File: src/rtl/core/csc_pkg.sv
// Shared types, register indexes and constants of the color sensor calibrate/classify unit.
package csc_pkg;

	localparam int unsigned RAW_W    = 16;
	localparam int unsigned LEVEL_W  = 16;
	localparam int unsigned OFFSET_W = 8;
	localparam int unsigned GAIN_W   = 16;
	localparam int unsigned GAIN_FRAC_BITS = 14;
	localparam int unsigned CODE_W   = 3;
	localparam int unsigned CFG_IDX_W  = 3;
	localparam int unsigned CFG_DATA_W = 16;

	localparam logic [LEVEL_W-1:0] TWO_CHANNEL_LIMIT = 16'd6600;

	localparam logic [CODE_W-1:0] CODE_BLACK = 3'b000;
	localparam logic [CODE_W-1:0] CODE_WHITE = 3'b111;
	localparam logic [CODE_W-1:0] CODE_RED   = 3'b100;
	localparam logic [CODE_W-1:0] CODE_GREEN = 3'b010;
	localparam logic [CODE_W-1:0] CODE_BLUE  = 3'b001;

	typedef enum logic [CFG_IDX_W-1:0] {
		REG_RED_OFFSET   = 3'd0,
		REG_GREEN_OFFSET = 3'd1,
		REG_BLUE_OFFSET  = 3'd2,
		REG_RED_GAIN     = 3'd3,
		REG_GREEN_GAIN   = 3'd4,
		REG_BLUE_GAIN    = 3'd5,
		REG_BRIGHT_LIMIT = 3'd6,
		REG_DARK_LIMIT   = 3'd7
	} csc_reg_e;

	localparam logic [OFFSET_W-1:0] RED_OFFSET_RST   = 8'd167;
	localparam logic [OFFSET_W-1:0] GREEN_OFFSET_RST = 8'd133;
	localparam logic [OFFSET_W-1:0] BLUE_OFFSET_RST  = 8'd149;
	localparam logic [GAIN_W-1:0]   RED_GAIN_RST     = 16'd10726;
	localparam logic [GAIN_W-1:0]   GREEN_GAIN_RST   = 16'd13306;
	localparam logic [GAIN_W-1:0]   BLUE_GAIN_RST    = 16'd12119;
	localparam logic [LEVEL_W-1:0]  BRIGHT_LIMIT_RST = 16'd10000;
	localparam logic [LEVEL_W-1:0]  DARK_LIMIT_RST   = 16'd3000;

	typedef struct packed {
		logic [OFFSET_W-1:0] red_offset;
		logic [OFFSET_W-1:0] green_offset;
		logic [OFFSET_W-1:0] blue_offset;
		logic [GAIN_W-1:0]   red_gain;
		logic [GAIN_W-1:0]   green_gain;
		logic [GAIN_W-1:0]   blue_gain;
		logic [LEVEL_W-1:0]  bright_limit;
		logic [LEVEL_W-1:0]  dark_limit;
	} csc_cfg_t;

endpackage

File: src/rtl/core/csc_cfg_regs.sv
// Configuration register file: offsets, gains and brightness limits.
module csc_cfg_regs
	import csc_pkg::*;
(
	input  logic                  clk,
	input  logic                  arst_n,
	input  logic                  cfg_we,
	input  logic [CFG_IDX_W-1:0]  cfg_index,
	input  logic [CFG_DATA_W-1:0] cfg_data,
	output csc_cfg_t              cfg
);

	csc_cfg_t cfg_q;

	always_ff @(posedge clk or negedge arst_n) begin
		if (!arst_n) begin
			cfg_q.red_offset   <= RED_OFFSET_RST;
			cfg_q.green_offset <= GREEN_OFFSET_RST;
			cfg_q.blue_offset  <= BLUE_OFFSET_RST;
			cfg_q.red_gain     <= RED_GAIN_RST;
			cfg_q.green_gain   <= GREEN_GAIN_RST;
			cfg_q.blue_gain    <= BLUE_GAIN_RST;
			cfg_q.bright_limit <= BRIGHT_LIMIT_RST;
			cfg_q.dark_limit   <= DARK_LIMIT_RST;
		end else if (cfg_we) begin
			case (cfg_index)
				REG_RED_OFFSET:   cfg_q.red_offset   <= cfg_data[OFFSET_W-1:0];
				REG_GREEN_OFFSET: cfg_q.green_offset <= cfg_data[OFFSET_W-1:0];
				REG_BLUE_OFFSET:  cfg_q.blue_offset  <= cfg_data[OFFSET_W-1:0];
				REG_RED_GAIN:     cfg_q.red_gain     <= cfg_data[GAIN_W-1:0];
				REG_GREEN_GAIN:   cfg_q.green_gain   <= cfg_data[GAIN_W-1:0];
				REG_BLUE_GAIN:    cfg_q.blue_gain    <= cfg_data[GAIN_W-1:0];
				REG_BRIGHT_LIMIT: cfg_q.bright_limit <= cfg_data[LEVEL_W-1:0];
				REG_DARK_LIMIT:   cfg_q.dark_limit   <= cfg_data[LEVEL_W-1:0];
				default: ;
			endcase
		end
	end

	assign cfg = cfg_q;

endmodule

File: src/rtl/core/csc_calib.sv
// One channel of calibration: offset subtract, Q2.14 gain multiply, clamp and saturate.
module csc_calib
	import csc_pkg::*;
(
	input  logic [RAW_W-1:0]    raw,
	input  logic [OFFSET_W-1:0] offset,
	input  logic [GAIN_W-1:0]   gain,
	output logic [LEVEL_W-1:0]  level
);

	logic [RAW_W-1:0]                     diff;
	logic [RAW_W+GAIN_W-1:0]              prod;
	logic [RAW_W+GAIN_W-GAIN_FRAC_BITS-1:0] scaled;

	always_comb begin
		diff   = raw - {{(RAW_W-OFFSET_W){1'b0}}, offset};
		prod   = {{GAIN_W{1'b0}}, diff} * {{RAW_W{1'b0}}, gain};
		scaled = prod[RAW_W+GAIN_W-1:GAIN_FRAC_BITS];
		// A count at or below the offset reads as dark rather than wrapping.
		if (raw <= {{(RAW_W-OFFSET_W){1'b0}}, offset}) begin
			level = '0;
		end else if (|scaled[RAW_W+GAIN_W-GAIN_FRAC_BITS-1:LEVEL_W]) begin
			level = '1;
		end else begin
			level = scaled[LEVEL_W-1:0];
		end
	end

endmodule

File: src/rtl/core/csc_classify.sv
// Color code from brightness and the one or two largest calibrated levels.
module csc_classify
	import csc_pkg::*;
(
	input  logic [LEVEL_W-1:0] red_level,
	input  logic [LEVEL_W-1:0] green_level,
	input  logic [LEVEL_W-1:0] blue_level,
	input  logic [LEVEL_W-1:0] clear_level,
	input  logic [LEVEL_W-1:0] bright_limit,
	input  logic [LEVEL_W-1:0] dark_limit,
	output logic [CODE_W-1:0]  color_code
);

	logic [CODE_W-1:0]  first_bit;
	logic [LEVEL_W-1:0] first_val;
	logic [CODE_W-1:0]  second_bit;
	logic [LEVEL_W-1:0] best;

	always_comb begin
		// Largest level; a tie keeps the earlier channel.
		first_bit = CODE_RED;
		first_val = red_level;
		if (green_level > first_val) begin
			first_bit = CODE_GREEN;
			first_val = green_level;
		end
		if (blue_level > first_val) begin
			first_bit = CODE_BLUE;
			first_val = blue_level;
		end

		// Runner-up must be strictly above zero, otherwise red is taken.
		second_bit = CODE_RED;
		best       = '0;
		if (first_bit != CODE_RED && red_level > best) begin
			second_bit = CODE_RED;
			best       = red_level;
		end
		if (first_bit != CODE_GREEN && green_level > best) begin
			second_bit = CODE_GREEN;
			best       = green_level;
		end
		if (first_bit != CODE_BLUE && blue_level > best) begin
			second_bit = CODE_BLUE;
		end

		if (clear_level > bright_limit) begin
			color_code = CODE_WHITE;
		end else if (clear_level < dark_limit) begin
			color_code = CODE_BLACK;
		end else if (clear_level < TWO_CHANNEL_LIMIT) begin
			color_code = first_bit;
		end else begin
			color_code = first_bit | second_bit;
		end
	end

endmodule

File: src/rtl/core/color_sensor_calibrate_classify_unit.sv
// Top level of the color sensor calibrate/classify unit: three-stage pipeline.
//
// Input channel (in_valid/in_ready) carries four raw counts: raw_red, raw_green,
// raw_blue and raw_clear. Each accepted item gives exactly one result on the
// output channel (out_valid/out_ready): calibrated red, green and blue levels,
// the clear count unchanged and a 3-bit color code.
// Stage 1 registers the raw item, stage 2 holds the three gain products after
// clamping and saturation (one 16x16 multiplier per channel), stage 3 holds the
// classified result. An accepted item moves through stages 1, 2 and 3 in order,
// and out_valid rises once it is in stage 3. One item is taken every
// cycle while the receiver keeps out_ready high.
// When the receiver stalls, the result waits in stage 3 and the earlier stages
// keep filling until all three are occupied; only then does in_ready drop.
// Configuration is written through cfg_we, cfg_index and cfg_data with no wait
// and takes effect at the next edge; the user must change it only while no item
// is in flight, as the block does not enforce this. Reset (arst_n low) empties
// the pipeline and sets every configuration offset, gain and limit to default.
module color_sensor_calibrate_classify_unit
	import csc_pkg::*;
(
	input  logic                  clk,
	input  logic                  arst_n,
	input  logic                  cfg_we,
	input  logic [CFG_IDX_W-1:0]  cfg_index,
	input  logic [CFG_DATA_W-1:0] cfg_data,
	input  logic                  in_valid,
	output logic                  in_ready,
	input  logic [RAW_W-1:0]      raw_red,
	input  logic [RAW_W-1:0]      raw_green,
	input  logic [RAW_W-1:0]      raw_blue,
	input  logic [RAW_W-1:0]      raw_clear,
	output logic                  out_valid,
	input  logic                  out_ready,
	output logic [LEVEL_W-1:0]    red_level,
	output logic [LEVEL_W-1:0]    green_level,
	output logic [LEVEL_W-1:0]    blue_level,
	output logic [LEVEL_W-1:0]    clear_level,
	output logic [CODE_W-1:0]     color_code
);

	csc_cfg_t cfg;

	logic v_s1, v_s2, v_s3;
	logic ready_s2, ready_s3;

	logic [RAW_W-1:0]   red_s1, green_s1, blue_s1, clear_s1;
	logic [LEVEL_W-1:0] red_cal, green_cal, blue_cal;
	logic [LEVEL_W-1:0] red_s2, green_s2, blue_s2, clear_s2;
	logic [CODE_W-1:0]  code_cal;
	logic [LEVEL_W-1:0] red_s3, green_s3, blue_s3, clear_s3;
	logic [CODE_W-1:0]  code_s3;

	csc_cfg_regs u_cfg (
		.clk       (clk),
		.arst_n    (arst_n),
		.cfg_we    (cfg_we),
		.cfg_index (cfg_index),
		.cfg_data  (cfg_data),
		.cfg       (cfg)
	);

	assign ready_s3 = !v_s3 || out_ready;
	assign ready_s2 = !v_s2 || ready_s3;
	assign in_ready = !v_s1 || ready_s2;

	always_ff @(posedge clk or negedge arst_n) begin
		if (!arst_n) begin
			v_s1 <= 1'b0;
			v_s2 <= 1'b0;
			v_s3 <= 1'b0;
		end else begin
			if (in_ready) begin
				v_s1 <= in_valid;
			end
			if (ready_s2) begin
				v_s2 <= v_s1;
			end
			if (ready_s3) begin
				v_s3 <= v_s2;
			end
		end
	end

	always_ff @(posedge clk) begin
		if (in_ready && in_valid) begin
			red_s1   <= raw_red;
			green_s1 <= raw_green;
			blue_s1  <= raw_blue;
			clear_s1 <= raw_clear;
		end
	end

	csc_calib u_cal_red (
		.raw    (red_s1),
		.offset (cfg.red_offset),
		.gain   (cfg.red_gain),
		.level  (red_cal)
	);

	csc_calib u_cal_green (
		.raw    (green_s1),
		.offset (cfg.green_offset),
		.gain   (cfg.green_gain),
		.level  (green_cal)
	);

	csc_calib u_cal_blue (
		.raw    (blue_s1),
		.offset (cfg.blue_offset),
		.gain   (cfg.blue_gain),
		.level  (blue_cal)
	);

	always_ff @(posedge clk) begin
		if (ready_s2 && v_s1) begin
			red_s2   <= red_cal;
			green_s2 <= green_cal;
			blue_s2  <= blue_cal;
			clear_s2 <= clear_s1;
		end
	end

	csc_classify u_classify (
		.red_level    (red_s2),
		.green_level  (green_s2),
		.blue_level   (blue_s2),
		.clear_level  (clear_s2),
		.bright_limit (cfg.bright_limit),
		.dark_limit   (cfg.dark_limit),
		.color_code   (code_cal)
	);

	always_ff @(posedge clk) begin
		if (ready_s3 && v_s2) begin
			red_s3   <= red_s2;
			green_s3 <= green_s2;
			blue_s3  <= blue_s2;
			clear_s3 <= clear_s2;
			code_s3  <= code_cal;
		end
	end

	assign out_valid   = v_s3;
	assign red_level   = red_s3;
	assign green_level = green_s3;
	assign blue_level  = blue_s3;
	assign clear_level = clear_s3;
	assign color_code  = code_s3;

	// An accepted item always lands in stage 1.
	a_accept_fills_s1: assert property (@(posedge clk) disable iff (!arst_n)
		in_valid && in_ready |=> v_s1)
		else $error("accepted item did not reach stage 1");

	// A stalled middle stage keeps its item.
	a_s2_holds: assert property (@(posedge clk) disable iff (!arst_n)
		v_s2 && !ready_s2 |=> v_s2)
		else $error("stage 2 item lost while stalled");

	a_white: assert property (@(posedge clk) disable iff (!arst_n)
		out_valid && (clear_level > cfg.bright_limit) |-> color_code == CODE_WHITE)
		else $error("bright item not classified white");

	// Between the limits and below the two-channel threshold only one bit is set.
	a_single_color: assert property (@(posedge clk) disable iff (!arst_n)
		out_valid && clear_level <= cfg.bright_limit && clear_level >= cfg.dark_limit
		&& clear_level < TWO_CHANNEL_LIMIT |-> $onehot(color_code))
		else $error("single-color code does not have exactly one bit");

endmodule
File: config.mk
export PLATFORM = sky130hd
export DESIGN_NAME = color_sensor_calibrate_classify_unit
export DESIGN_NICKNAME = d
export VERILOG_FILES = /design/src/rtl/core/csc_pkg.sv /design/src/rtl/core/csc_cfg_regs.sv /design/src/rtl/core/csc_calib.sv /design/src/rtl/core/csc_classify.sv /design/src/rtl/core/color_sensor_calibrate_classify_unit.sv
export SDC_FILE = /design/constraint.sdc
export NUM_CORES = 2
export LEC_CHECK = 0
export BUFFER_PORTS_ARGS = -buffer_cell sky130_fd_sc_hd__buf_2
export CAP_MARGIN = 20
export CORE_MARGIN = 8
export CORE_UTILIZATION = 38
export DETAILED_ROUTE_END_ITERATION = 8
export SLEW_MARGIN = 10
export SYNTH_ARGS = -nofsm -noshare
export SYNTH_HDL_FRONTEND = slang
export SYNTH_SLANG_ARGS = --single-unit
File: constraint.sdc
create_clock -name clk -period 14.9 [get_ports clk]
set_input_delay 2.98 -clock clk [delete_from_list [all_inputs] [get_ports clk]]
set_output_delay 2.98 -clock clk [all_outputs]
set_load 0.01 [all_outputs]
== Word level (Yosys, flattened, before mapping) ==
Index checks and enable logic that the tools add are counted.

* Multiply operators: 3
* $lt $le $gt $ge: 11
* $add $sub $neg: 3
* Reductions and logical operators: 24
* Bitwise logic cells: 1
* Multiplexer cells: 12
* Equality and inequality tests: 10

{| class="wikitable"
|+ Operator list
! kind !! count
|-
| $mul A16 B16 Y32 || 3
|-
| $mux W16 || 6
|-
| $gt A16 B16 Y1 || 5
|-
| $le A16 B8 Y1 || 3
|-
| $sub A16 B8 Y16 || 3
|-
| $mux W3 || 6
|-
| $gt A16 B1 Y1 const B || 1
|-
| $lt A16 B13 Y1 const B || 1
|-
| $lt A16 B16 Y1 || 1
|-
| $reduce_and A2 Y1 || 8
|-
| $eq A3 B3 Y1 const B || 4
|-
| $eq A3 B2 Y1 const B || 2
|-
| $logic_and A1 B1 Y1 || 6
|-
| $reduce_or A2 Y1 || 3
|-
| $eq A3 B1 Y1 const B || 1
|-
| $logic_not A1 Y1 || 3
|-
| $logic_not A3 Y1 || 1
|-
| $logic_or A1 B1 Y1 || 3
|-
| $ne A3 B1 Y1 const B || 1
|-
| $ne A3 B2 Y1 const B || 1
|-
| $ne A3 B3 Y1 const B || 1
|-
| $or A3 B3 Y3 || 1
|}

* Bits of input ports: 88
* Register bits: 302

== Longest topological paths before layout ==
* Depth after elaboration: 16
* Depth in mapped cells: 41
* Gate-level depth less buffers: 37

== Cells and area by module ==
A second synthesis with hierarchy kept.

* Cells, all modules: 4084
* Area, all modules: 40814.1 um2

{| class="wikitable"
|+ By module, submodules not included
! module !! area each (um2) !! seq. area each (um2) !! instances !! cells each
|-
| csc_calib at u_cal_red || 9783.1 || 0.0 || 1 || 1139
|-
| csc_calib at u_cal_blue || 9118.7 || 0.0 || 1 || 1078
|-
| csc_calib at u_cal_green || 9004.9 || 0.0 || 1 || 1045
|-
| color_sensor_calibrate_classify_unit || 6000.8 || 5930.7 || 1 || 207
|-
| csc_cfg_regs || 4106.4 || 2667.6 || 1 || 228
|-
| csc_classify || 2800.2 || 0.0 || 1 || 387
|}

== Least setup slack after synthesis ==
OpenSTA, ideal clock, no wires.

* Path kind: register -> register
* From: reg u_cfg.cfg_q, in the netlist u_cfg.cfg[80]
* To: reg blue_s2[0] (data pin)
* Stages on the path, launching flop included: 34
* Library setup time: 0.275 ns
* Required time: 14.625 ns
* Setup slack: 6.465 ns
* Data arrival time: 8.160 ns
* Path through: dfstp_2 -> ha_1 -> inv_1 -> fa_1 -> a21o_1 -> a21oi_1 -> nor2b_1 -> o21ai_0 -> a211o_1 -> nand2_1 -> xnor2_1 -> clkbuf_1 -> nand2_1 -> fa_1 -> inv_1 -> fa_1 -> inv_1 -> fa_1 -> inv_1 -> fa_1 -> inv_1 -> fa_1 -> inv_1 -> fa_1 -> ha_1 -> a21oi_1 -> o21a_1 -> and4bb_1 -> o32ai_2 -> o21ai_2 -> a211oi_2 -> mux2i_2 -> buf_6 -> a21oi_2

* Word-level cells in the longest chain between the ends: 4
* Elaborated cells on any way between the ends: 5

{| class="wikitable"
|+ RTL lines
! item !! RTL line !! RTL
|-
| start: declaration || csc_cfg_regs.sv:13 || <nowiki>csc_cfg_t cfg_q;</nowiki>
|-
| $sub A16 B8 Y16 || csc_calib.sv:16 || <nowiki>diff = raw - {{(RAW_W-OFFSET_W){1'b0}}, offset};</nowiki>
|-
| $mul A16 B16 Y32 || csc_calib.sv:17 || <nowiki>prod = {{GAIN_W{1'b0}}, diff} * {{RAW_W{1'b0}}, gain};</nowiki>
|-
| $reduce_or A2 Y1 || csc_calib.sv:22 || <nowiki>end else if (|scaled[RAW_W+GAIN_W-GAIN_FRAC_BITS-1:LEVEL_W]) begin</nowiki>
|-
| $mux W16 || csc_calib.sv:22 ||
|-
| end signal: assignment || color_sensor_calibrate_classify_unit.sv:118 || <nowiki>blue_s2 <= blue_cal;</nowiki>
|-
| end: declaration || color_sensor_calibrate_classify_unit.sv:48 || <nowiki>logic [LEVEL_W-1:0] red_s2, green_s2, blue_s2, clear_s2;</nowiki>
|}

Parallel ways exist; a longest one is shown, timed or not.
A chain may end at the register's enable or synchronous reset.

== Worst setup path in the final report ==
* From: reg u_cfg.cfg_q, in the netlist u_cfg.cfg[96]
* To: reg red_s2[11] (data pin)

* Word-level cells in the longest chain between the ends: 4
* Elaborated cells on any way between the ends: 5

{| class="wikitable"
|+ RTL lines
! item !! RTL line !! RTL
|-
| $sub A16 B8 Y16 || csc_calib.sv:16 ||
|-
| $mul A16 B16 Y32 || csc_calib.sv:17 ||
|-
| $reduce_or A2 Y1 || csc_calib.sv:22 ||
|-
| $mux W16 || csc_calib.sv:22 ||
|-
| end signal: assignment || color_sensor_calibrate_classify_unit.sv:116 || <nowiki>red_s2 <= red_cal;</nowiki>
|-
| end: declaration || color_sensor_calibrate_classify_unit.sv:48 ||
|}

Parallel ways exist; a longest one is shown, timed or not.

==> Implementation_results.wiki <==
{| class="wikitable"
! Metric !! Value
|-
| Run status || completed
|-
| Number of instances in the placed design || 5824
|-
| Register bit count reported by yosys || 302
|-
| Vias in the first global route || 32.3k
|-
| Maximum number of pins on one net before global-route repair || 68
|-
| Initial drt markers || 2057
|-
| Initial DRT Pass Iterations || 6
|-
| Routed wire per std cell || 20.2 um
|-
| Effective utilization at floorplan || 38.1%
|-
| Number of warnings reported in the yosys synthesis log || 0
|-
| Number of enable flip-flop cells after synthesis || 195
|-
| I/O Buffers || 156
|-
| Hold_ws || 0.417 ns
|-
| Unrepaired setup endpoints after global routing || no
|-
| Synthesized netlist net count || 5456
|-
| Post-synth top flop || edfxtp_1
|-
| Floorplan row count || 122
|-
| Max-cap check violation count || 0
|-
| Largest cells by area after synthesis || fa_1 28%, edfxtp_1 14%, ha_1 13%, inv_1 6.9%, nand2_1 5.2%
|-
| Minimum clock period || 9.51 ns
|-
| Area fraction of the dominant cell type after synthesis || 27.8%
|-
| Gr busiest metal || met2
|-
| Global routing met3 resource utilization || 4.10%
|-
| Sum Neg Setup Slack || 0 ns
|-
| Hold Crit Class || reg2reg
|-
| Final Cycle Share || 63.8%
|-
| Die outline area || 121000 um^2
|-
| Yosys cell types || 83
|-
| Proportion of synthesized chip area in sequential cells || 20.5%
|-
| Overall via count from detail_route || 30.4k
|-
| Post-place instance area || 44200 um^2
|-
| Number of clock sinks seen by CTS || 302
|-
| Insertion delay of the later-clocked pin in the worst-skew pair || 0.63 ns
|-
| Routed via count divided by cell count || 5.15
|-
| H-tree levels || 2
|-
| All-Layer GR Usage || 19.8%
|-
| Syn Area/Cell || 9.61 um^2
|-
| Slew margin rel. || 24.9%
|-
| Worst Path Required || 15.34 ns
|-
| CP Max Fanout || 16
|-
| Post-layout instance count excluding filler cells || 5905
|-
| Root buffer selected by CTS || clkbuf_16
|-
| NumNets Final || 5476
|-
| Kind of launch point of the worst setup path || flop
|-
| Largest buffer count on any clock path || 3
|-
| Slew of the pin with the lowest slew margin || 1.12 ns
|-
| Library cell with the highest instance count after synthesis || inv_1
|-
| Routing usage on met1 || 25.7%
|-
| Drt total wl || 120 mm
|-
| Share of cells above drive strength 1 || 11.6%
|-
| Largest stage delay, worst path || 0.86 ns
|-
| Reg2reg path depth || 29
|-
| Core Area || 110000 um^2
|-
| Resized cells post-CTS || 0
|-
| DR DRC count || 0
|-
| Final RePlAce weighted congestion || 0.871
|-
| Routed Antenna Nets || 0
|-
| Hold buffer count at cts || 0
|-
| Critical path start-end classification || reg2reg
|-
| Layout overhead on the synthesized area || 8.81%
|-
| Cell Area, Synth || 41900 um^2
|-
| Worst clock skew || 0.0558 ns
|-
| Number of failing hold endpoints at the final stage || 0
|-
| Initial antenna violation count || 10
|-
| Post-Syn Instances || 4364
|-
| Die H || 348 um
|-
| Async set or reset register ratio after synthesis || 35.4%
|-
| Critical path's most frequent cell || fa_1
|-
| Met2 layer usage reported by global route || 33.6%
|-
| Most area-hungry cell type in the Yosys netlist || fa_1
|-
| Clock tree from TritonCTS || yes
|-
| Slowest cell on the critical path || a211oi_2
|-
| Timing-limited maximum frequency || 105 MHz
|-
| Remaining Overflow, GRT || 0
|-
| Clock-pin slew on the worst setup and hold paths || 0.07 ns
|-
| Final Max Tran Viols || 0
|-
| Worst Setup End Kind || flop
|-
| HPWL after detailed placement || 92.4 mm
|-
| Io pins || 157
|-
| # setup viols final || 0
|-
| Hold path cells || 0
|-
| Wire length of the first global-routing pass || 188 mm
|-
| Post-layout instance area || 45600 um^2
|-
| Top cells by count, synth || 773 x inv_1, 582 x fa_1, 582 x nand2_1
|-
| Worst path arrival time || 9.95 ns
|-
| Die Span X || 348 um
|-
| Cts bufs inserted || 40
|-
| Number of buffers inserted by post-CTS setup repair || 0
|}
layout by cell type (no fill, tap or decap), types with 42 or more instances in the layout:
cell | Yosys | routed
mux2_1 | 47 | 47
mux2_2 | 136 | 136
buf_2 | 15 | 155
dfrtp_1 | 55 | 55
nor2b_1 | 51 | 51
mux2i_1 | 60 | 60
dfstp_2 | 52 | 52
ha_1 | 422 | 422
nand2b_1 | 167 | 167
a21oi_1 | 123 | 123
edfxtp_1 | 195 | 195
nor2_1 | 90 | 85
nand4_1 | 42 | 42
a21o_1 | 80 | 80
o21ai_0 | 119 | 118
fa_1 | 582 | 582
inv_1 | 773 | 773
and2_1 | 174 | 171
nand2_1 | 582 | 582
nand3_1 | 49 | 49
path summary, 6_finish.rpt:
check	startpoint	to	slack (ns)
hold reg to reg	clear_s1[13]$_DFFE_PP_	clear_s2[13]$_DFFE_PP_	0.42
setup / recovery	u_cfg.cfg[96]$_DFFE_PN1P_	red_s2[11]$_SDFFCE_PP0P_	5.39
setup reg to reg	u_cfg.cfg[96]$_DFFE_PN1P_	red_s2[11]$_SDFFCE_PP0P_	5.39
min in group asynchronous	arst_n	u_cfg.cfg[59]$_DFFE_PN0P_	2.40
max in group asynchronous	arst_n	u_cfg.cfg[99]$_DFFE_PN0P_	11.15
hold / removal	clear_s1[13]$_DFFE_PP_	clear_s2[13]$_DFFE_PP_	0.42
registers in the layout, summed over array words and instances, names as in the netlist:
register     cells
red_s1          16
clear_s1        16
blue_level      16
color_code       3
u_cfg.cfg      104
out_valid        1
clear_level     16
clear_s2        16
green_level     16
green_s2        16
v_s1             1
red_s2          16
red_level       16
blue_s1         16
v_s2             1
blue_s2         16
green_s1        16
metal layers:
metal / part of all wire (%) / routed length (um) / up-vias
li1: - / - / 14000
met1: 43 / 51100 / 15300
met2: 47 / 56300 / 924
met3: 7.2 / 8630 / 175
met4: 2.9 / 3430 / 2
met5: 0.0059 / 7 / -
cell families (layout without fill, tap and decap cells):
logic type | Yosys count | count (layout) | share of synthesized area, %
DFF | 302 | 302 | 20.5
adders and majority gates | 1004 | 1004 | 40.4
xor gates and xnor gates | 73 | 73 | 1.53
buffers and inverters | 997 | 1049 | 9.02
and+or+nand+nor | 1257 | 1257 | 14.7
other | 0 | 1 | 0
AOI/OAI and AO/OA | 487 | 487 | 7.44
muxes | 244 | 244 | 6.38
metrics by stage:
step / util (%) / setup slack (ns)
6_report: 41.4 / 5.39
5_1_grt: 41.4 / 4.83
4_1_cts: 41.3 / 5.29
3_5_place_dp: 40.1 / 5.33
3_3_place_gp: 40.1 / 5.52
2_1_floorplan: - / 6.46
layout make-up:
cell class,count,area (um^2)
multi-input combinational,3065,29700
fill,10800,64400
inverter,773,2900
timing repair buffer,202,1200
antenna,1,2.50
clock inverter,28,295
sequential,302,8600
clock buffer,46,1050
tap,1488,1860
critical path, delay by kind of cell (launching register included):
kind | cells | cell delay [ns]
adder cells (fa/ha/maj) | 9 | 3.95
AND/OR/NAND/NOR | 3 | 0.55
XOR/XNOR | 1 | 0.76
flip-flops | 1 | 0.53
AO/OA/AOI/OAI | 12 | 3.34
buffers and inverters | 4 | 0.19
Power is not shown: default switching activity piles up to over one toggle a cycle in this logic, so the estimate is an artifact.
